===== config.mk =====
export PLATFORM = sky130hd
export DESIGN_NAME = cjm_cell
export DESIGN_NICKNAME = d
export VERILOG_FILES = /design/src/rtl/assert_macros.svh /design/src/rtl/cjm_pkg.sv /design/src/rtl/cjm_cell.sv
export SDC_FILE = /design/constraint.sdc
export NUM_CORES = 1
export LEC_CHECK = 0
export BUFFER_PORTS_ARGS = -buffer_cell sky130_fd_sc_hd__buf_4
export CORE_MARGIN = 4
export CORE_UTILIZATION = 38
export DETAILED_ROUTE_END_ITERATION = 12
export GPL_TIMING_DRIVEN = 0
export PLACE_DENSITY = 0.72
export SKIP_CTS_REPAIR_TIMING = 1
export SLEW_MARGIN = 5
export SYNTH_ARGS = -nofsm -noshare
export SYNTH_HDL_FRONTEND = slang
export SYNTH_SLANG_ARGS = --single-unit

===== constraint.sdc =====
create_clock -name clk -period 5.6 [get_ports clk]
set_input_delay 1.12 -clock clk [delete_from_list [all_inputs] [get_ports clk]]
set_output_delay 1.12 -clock clk [all_outputs]
set_load 0.02 [all_outputs]

===== src/rtl/assert_macros.svh =====
// ----------------------------------------------------------------------------
// Assertion macros
// Shared wrappers for concurrent assertions; empty when synthesising.
// ----------------------------------------------------------------------------
`ifndef ASSERT_MACROS_SVH
`define ASSERT_MACROS_SVH

`ifndef SYNTHESIS

// A property that must hold at every clock edge outside reset.
`define ASSERT_PROP(lbl, clk, rst_n, prop, msg) \
    lbl: assert property (@(posedge clk) disable iff (!rst_n) prop) \
        else $error(msg);

// A condition that must never be true outside reset.
`define ASSERT_NEVER(lbl, clk, rst_n, expr, msg) \
    lbl: assert property (@(posedge clk) disable iff (!rst_n) !(expr)) \
        else $error(msg);

`else

`define ASSERT_PROP(lbl, clk, rst_n, prop, msg)

`define ASSERT_NEVER(lbl, clk, rst_n, expr, msg)

`endif

`endif


===== src/rtl/cjm_pkg.sv =====
// ----------------------------------------------------------------------------
// cjm_pkg
// Types, sizes and codes shared by the cron job matcher and its cells.
// ----------------------------------------------------------------------------
`timescale 1ns / 1ps

package cjm_pkg;

    // Table size and pattern encoding.
    localparam int MAX_JOBS  = 16;
    localparam logic [7:0] STAR_CODE = 8'd255;
    localparam int PAT_W     = 40;
    localparam int CNT_W     = $clog2(MAX_JOBS + 1);
    localparam int ID_W      = CNT_W;
    localparam int TARGET_W  = 7;
    localparam int JOB_ID_W  = 5;

    // Item kinds.
    localparam logic [1:0] MODE_TICK = 2'd0;
    localparam logic [1:0] MODE_ADD  = 2'd1;
    localparam logic [1:0] MODE_DEL  = 2'd2;

    // Result codes.
    localparam logic [2:0] ST_FIRED     = 3'd0;
    localparam logic [2:0] ST_NO_MATCH  = 3'd1;
    localparam logic [2:0] ST_ADDED     = 3'd2;
    localparam logic [2:0] ST_FULL      = 3'd3;
    localparam logic [2:0] ST_DELETED   = 3'd4;
    localparam logic [2:0] ST_NOT_FOUND = 3'd5;
    localparam logic [2:0] ST_DISABLED  = 3'd6;

    typedef struct packed {
        logic [1:0]          mode;
        logic [7:0]          minute;
        logic [7:0]          hour;
        logic [7:0]          mday;
        logic [7:0]          month_num;
        logic [7:0]          weekday;
        logic [TARGET_W-1:0] target_id;
    } cjm_req_t;

    typedef struct packed {
        logic [2:0]          status;
        logic [JOB_ID_W-1:0] job_id;
        logic                last;
    } cjm_rsp_t;

    // Commands broadcast from the sequencer to every cell.
    typedef struct packed {
        logic capture;
        logic scan_shift;
        logic find;
        logic remove;
        logic append;
    } cjm_cell_ctrl_t;

endpackage


===== src/rtl/cjm_cell.sv =====
// ----------------------------------------------------------------------------
// cjm_cell
// One table slot: a job's patterns and id, a match flag and id for the
// result scan, and a hit flag for deletion. Data moves towards slot 0.
// ----------------------------------------------------------------------------
`timescale 1ns / 1ps

module cjm_cell (
    input  logic                          clk,
    input  cjm_pkg::cjm_cell_ctrl_t       ctrl,
    input  logic [cjm_pkg::CNT_W-1:0]     index,
    input  logic [cjm_pkg::CNT_W-1:0]     count,
    input  logic [cjm_pkg::PAT_W-1:0]     key,
    input  logic [cjm_pkg::TARGET_W-1:0]  target,
    input  logic [cjm_pkg::ID_W-1:0]      new_id,
    input  logic [cjm_pkg::PAT_W-1:0]     nb_pat,
    input  logic [cjm_pkg::ID_W-1:0]      nb_id,
    input  logic                          nb_match,
    input  logic [cjm_pkg::ID_W-1:0]      nb_sid,
    input  logic                          prefix_in,
    output logic [cjm_pkg::PAT_W-1:0]     pat,
    output logic [cjm_pkg::ID_W-1:0]      id,
    output logic                          match,
    output logic [cjm_pkg::ID_W-1:0]      sid,
    output logic                          prefix_out,
    output logic [cjm_pkg::MAX_JOBS:0]    used
);

    logic [cjm_pkg::PAT_W-1:0] pat_reg;
    logic [cjm_pkg::ID_W-1:0]  id_reg;
    logic                      match_reg;
    logic [cjm_pkg::ID_W-1:0]  sid_reg;
    logic                      hit_reg;
    logic                      occupied;
    logic                      pattern_hit;
    logic                      shift_here;

    // One pattern byte matches on the wildcard or on equality.
    function automatic logic field_match(input logic [7:0] p, input logic [7:0] now);
        return (p == cjm_pkg::STAR_CODE) || (p == now);
    endfunction

    // The slot holds a job when it lies below the fill count.
    assign occupied = (index < count);

    always_comb
    begin
        pattern_hit = 1'b1;
        for (int f = 0; f < 5; f++)
        begin
            if (!field_match(pat_reg[8*f +: 8], key[8*f +: 8]))
            begin
                pattern_hit = 1'b0;
            end
        end
    end

    // Slots at and after the deleted one take their right neighbour's job.
    assign shift_here = prefix_in || hit_reg;
    assign prefix_out = shift_here;

    // Decoded id, so that the sequencer can find the lowest free one.
    always_comb
    begin
        for (int k = 0; k <= cjm_pkg::MAX_JOBS; k++)
        begin
            used[k] = occupied && (id_reg == cjm_pkg::ID_W'(k));
        end
    end

    // Job storage.
    always_ff @(posedge clk)
    begin
        if (ctrl.remove && shift_here)
        begin
            pat_reg <= nb_pat;
            id_reg  <= nb_id;
        end
        else if (ctrl.append && (index == count))
        begin
            pat_reg <= key;
            id_reg  <= new_id;
        end
    end

    // Result scan chain and delete hit flag.
    always_ff @(posedge clk)
    begin
        if (ctrl.capture)
        begin
            match_reg <= occupied && pattern_hit;
            sid_reg   <= id_reg;
        end
        else if (ctrl.scan_shift)
        begin
            match_reg <= nb_match;
            sid_reg   <= nb_sid;
        end
        if (ctrl.find)
        begin
            hit_reg <= occupied && (cjm_pkg::TARGET_W'(id_reg) == target);
        end
    end

    assign pat   = pat_reg;
    assign id    = id_reg;
    assign match = match_reg;
    assign sid   = sid_reg;

endmodule


==> key figures <==
Critical path
  • Crit. End Element: output port
  • Worst setup path end: used[2]
  • CP Launch Type: input pin
  • Crit-path max FO: 4
  • Data arrival time of the worst path: 2.61 ns
  • Slack of the worst reg-to-reg path: 3.77 ns
  • Critical Path Start: index[3]
  • Worst reg2reg path depth: 6
  • RR Endpoint: pat[2]$_DFFE_PP_
  • Worst endpoint required time: 4.48 ns
  • RR Startpoint: hit_reg$_DFFE_PP_
  • Critical path type: in -> out

Synthesis
  • Cell Area, Synth: 3100 sq um
  • Sequential share of the synthesized area: 0.503
  • Commonest cells in the netlist: edfxtp_1 (52), mux2_2 (47), xnor2_1 (34)
  • EDFF count, synth: 52
  • Largest area contributor in the netlist: edfxtp_1
  • Commonest register cell after synthesis: edfxtp_1
  • Top cell type's share of synthesized area: 0.503
  • FFs w/ async S/R, synth: 0
  • Synth unique cells: 31
  • Mapped Avg Cell Area: 13.1 sq um
  • Seq cells post-synth: 52
  • Count leader, synth: edfxtp_1
  • Post-Synthesis Cells: 237
  • Net Count, Synth: 362
  • Synth Warn #: 0
  • Synth area leaders: edfxtp_1 (50%), mux2_2 (17%), xnor2_1 (9.6%), nand4_1 (4.0%), xor2_1 (2.5%)

CTS
  • Reg clk slew, reported paths: 0.09 ns
  • CTS Buf Count: 5
  • CTS Buffer Depth: 2
  • Clock Tree Root: clkbuf_8
  • Htree depth: 2
  • CTS tree: built
  • Clk_lat worst skew: 0.30 ns
  • Clock sinks: 52

Placement
  • Hpwl dp: 7330 microns
  • Pre-CTS setup slack: 1.86 ns
  • Port Buffers: 187
  • Placed Instance Area: 4690 sq um
  • GPL Wtd Cong: 0.870

Pwr
  • Tot Pwr: 0.972 mW
  • Worst vdd ir: 0.112 mV
  • Leakage power: 2.00 nW
  • PD cells: 204 nW/um^2

Final layout
  • Final Cell Area: 4770 sq um
  • Max reg flops: 40
  • Fillers: 660
  • Layout Nets: 558
  • Layout cell share with drive strength beyond 1: 0.592
  • Post-Route Utilization: 0.608
  • Diode count: 0
  • Synth-to-Final Area Change: 53.9%

STA
  • Final worst slack: 1.87 ns
  • Max-slew violations: 0
  • Minimum clock period: 3.73 ns
  • Final period util: 0.667
  • Measured slew at the worst slew-check pin: 0.336 ns
  • Slew headroom: 0.776
  • Worst Clk Skew: 0.0108 ns
  • RSZ-0062 raised after global routing: false
  • Hold Slack: 0.787 ns
  • Final hold vios: 0
  • Final setup fails: 0
  • FMAX: 268 MHz

Hold path
  • Hold Crit Class: reg -> reg

Status
  • Status: completed

Drt
  • Total Wirelength: 8920 microns
  • Antenna Nets Post-Route: 0
  • WL/cell: 16.6 microns
  • Vias: 2630
  • Residual DRC: 0
  • 1st-pass router iterations: 4
  • Via density: 4.91
  • Initial DRC count: 58

Global route
  • GR Overflow Total: 0
  • Vias in the first global route: 2868
  • Pin count of the biggest net entering global routing: 26
  • First-pass GRT wire length: 14000 microns
  • All-Layer GR Usage: 0.178
  • Antenna violations before repair: 0

Job
  • Max-cap violations: 0

Die
  • Die area: 9670 sq um
  • Core ar.: 7850 sq um
  • Total I/O pin count: 189
  • Die height: 98.3 microns
  • Cell Rows: 32
  • Initial Util: 0.395
  • Die span in x: 98.3 microns
worst max-delay path, stage by stage:
cell      delay, ns
buf_4          0.11
ha_1           0.31
a21oi_2        0.12
nor2b_1        0.08
nor4_4         0.32
nand3b_1       0.21
nor3_1         0.18
buf_4          0.17
cell type report:
| cell class | count | area (sq um) | area share |
|---|---|---|---|
| clock buffer | 7 | 76.3 | 0.0160 |
| clock inverter | 1 | 3.75 | 0.000787 |
| timing repair buffer | 189 | 1450 | 0.304 |
| multi-input combinational | 171 | 1470 | 0.308 |
| sequential | 52 | 1560 | 0.327 |
| inverter | 7 | 26.3 | 0.00551 |
| tap | 102 | 128 | 0.0267 |
| buffer | 7 | 56.3 | 0.0118 |
kinds of logic after synthesis:
kind of cell,count (synthesis),share of synthesized area
muxes,50,0.182
and+or+nand+nor,62,0.115
adders and majority gates,5,0.0202
buffers and inverters,14,0.0266
xor gates and xnor gates,45,0.132
AOI/OAI and AO/OA,9,0.0210
DFF,52,0.503
power breakdown:
group | switching [mW] | leakage, nW | internal (mW)
Clock | 0.120 | 0.0399 | 0.0875
Sequential | 0.0243 | 0.501 | 0.465
Combinational | 0.120 | 1.46 | 0.155
Total | 0.265 | 2.00 | 0.707
layout by cell type (no fill, tap or decap), types with 2 or more instances in the layout:
cell	synthesis	layout
or2_2	2	2
nor2_1	17	17
buf_4	4	191
clkbuf_1	1	3
nand3_1	4	4
nor3_1	4	4
nor4_1	2	2
nand4_1	20	20
nand2_1	3	3
mux2_1	3	3
nand3b_1	2	2
xor2_1	9	9
buf_6	2	2
ha_1	5	5
clkbuf_8	0	5
inv_1	7	7
xnor2_2	2	2
mux2_2	47	47
nand2b_1	2	2
xnor2_1	34	34
edfxtp_1	52	52
a21oi_1	2	2
o22ai_1	4	4
metrics by stage:
step           setup TNS (ns)  instances
6_report                    0        536
3_3_place_gp           -60.84        526
5_1_grt                     0        536
4_1_cts                     0        536
2_1_floorplan               0        237
3_5_place_dp                0        528
worst min-delay path by stage:
stage | to | cells after the start | start
3_3_place_gp | sid[3]$_DFFE_PP_ | 2 | id[3]$_DFFE_PP_
4_1_cts | sid[0]$_DFFE_PP_ | 1 | id[0]$_DFFE_PP_
2_1_floorplan | sid[1]$_DFFE_PP_ | 1 | id[1]$_DFFE_PP_
5_1_grt | sid[0]$_DFFE_PP_ | 1 | id[0]$_DFFE_PP_
3_5_place_dp | sid[0]$_DFFE_PP_ | 1 | id[0]$_DFFE_PP_
6_report | sid[4]$_DFFE_PP_ | 1 | id[4]$_DFFE_PP_
layer usage:
metal	global-route usage	vias to the layer above	share of wire
met5	0	-	0
met1	0.194	1225	0.38
met4	0.0399	0	0.015
met2	0.330	121	0.51
li1	-	1272	-
met3	0.0643	12	0.096
Note: power is estimated with default switching activity, not from simulation.
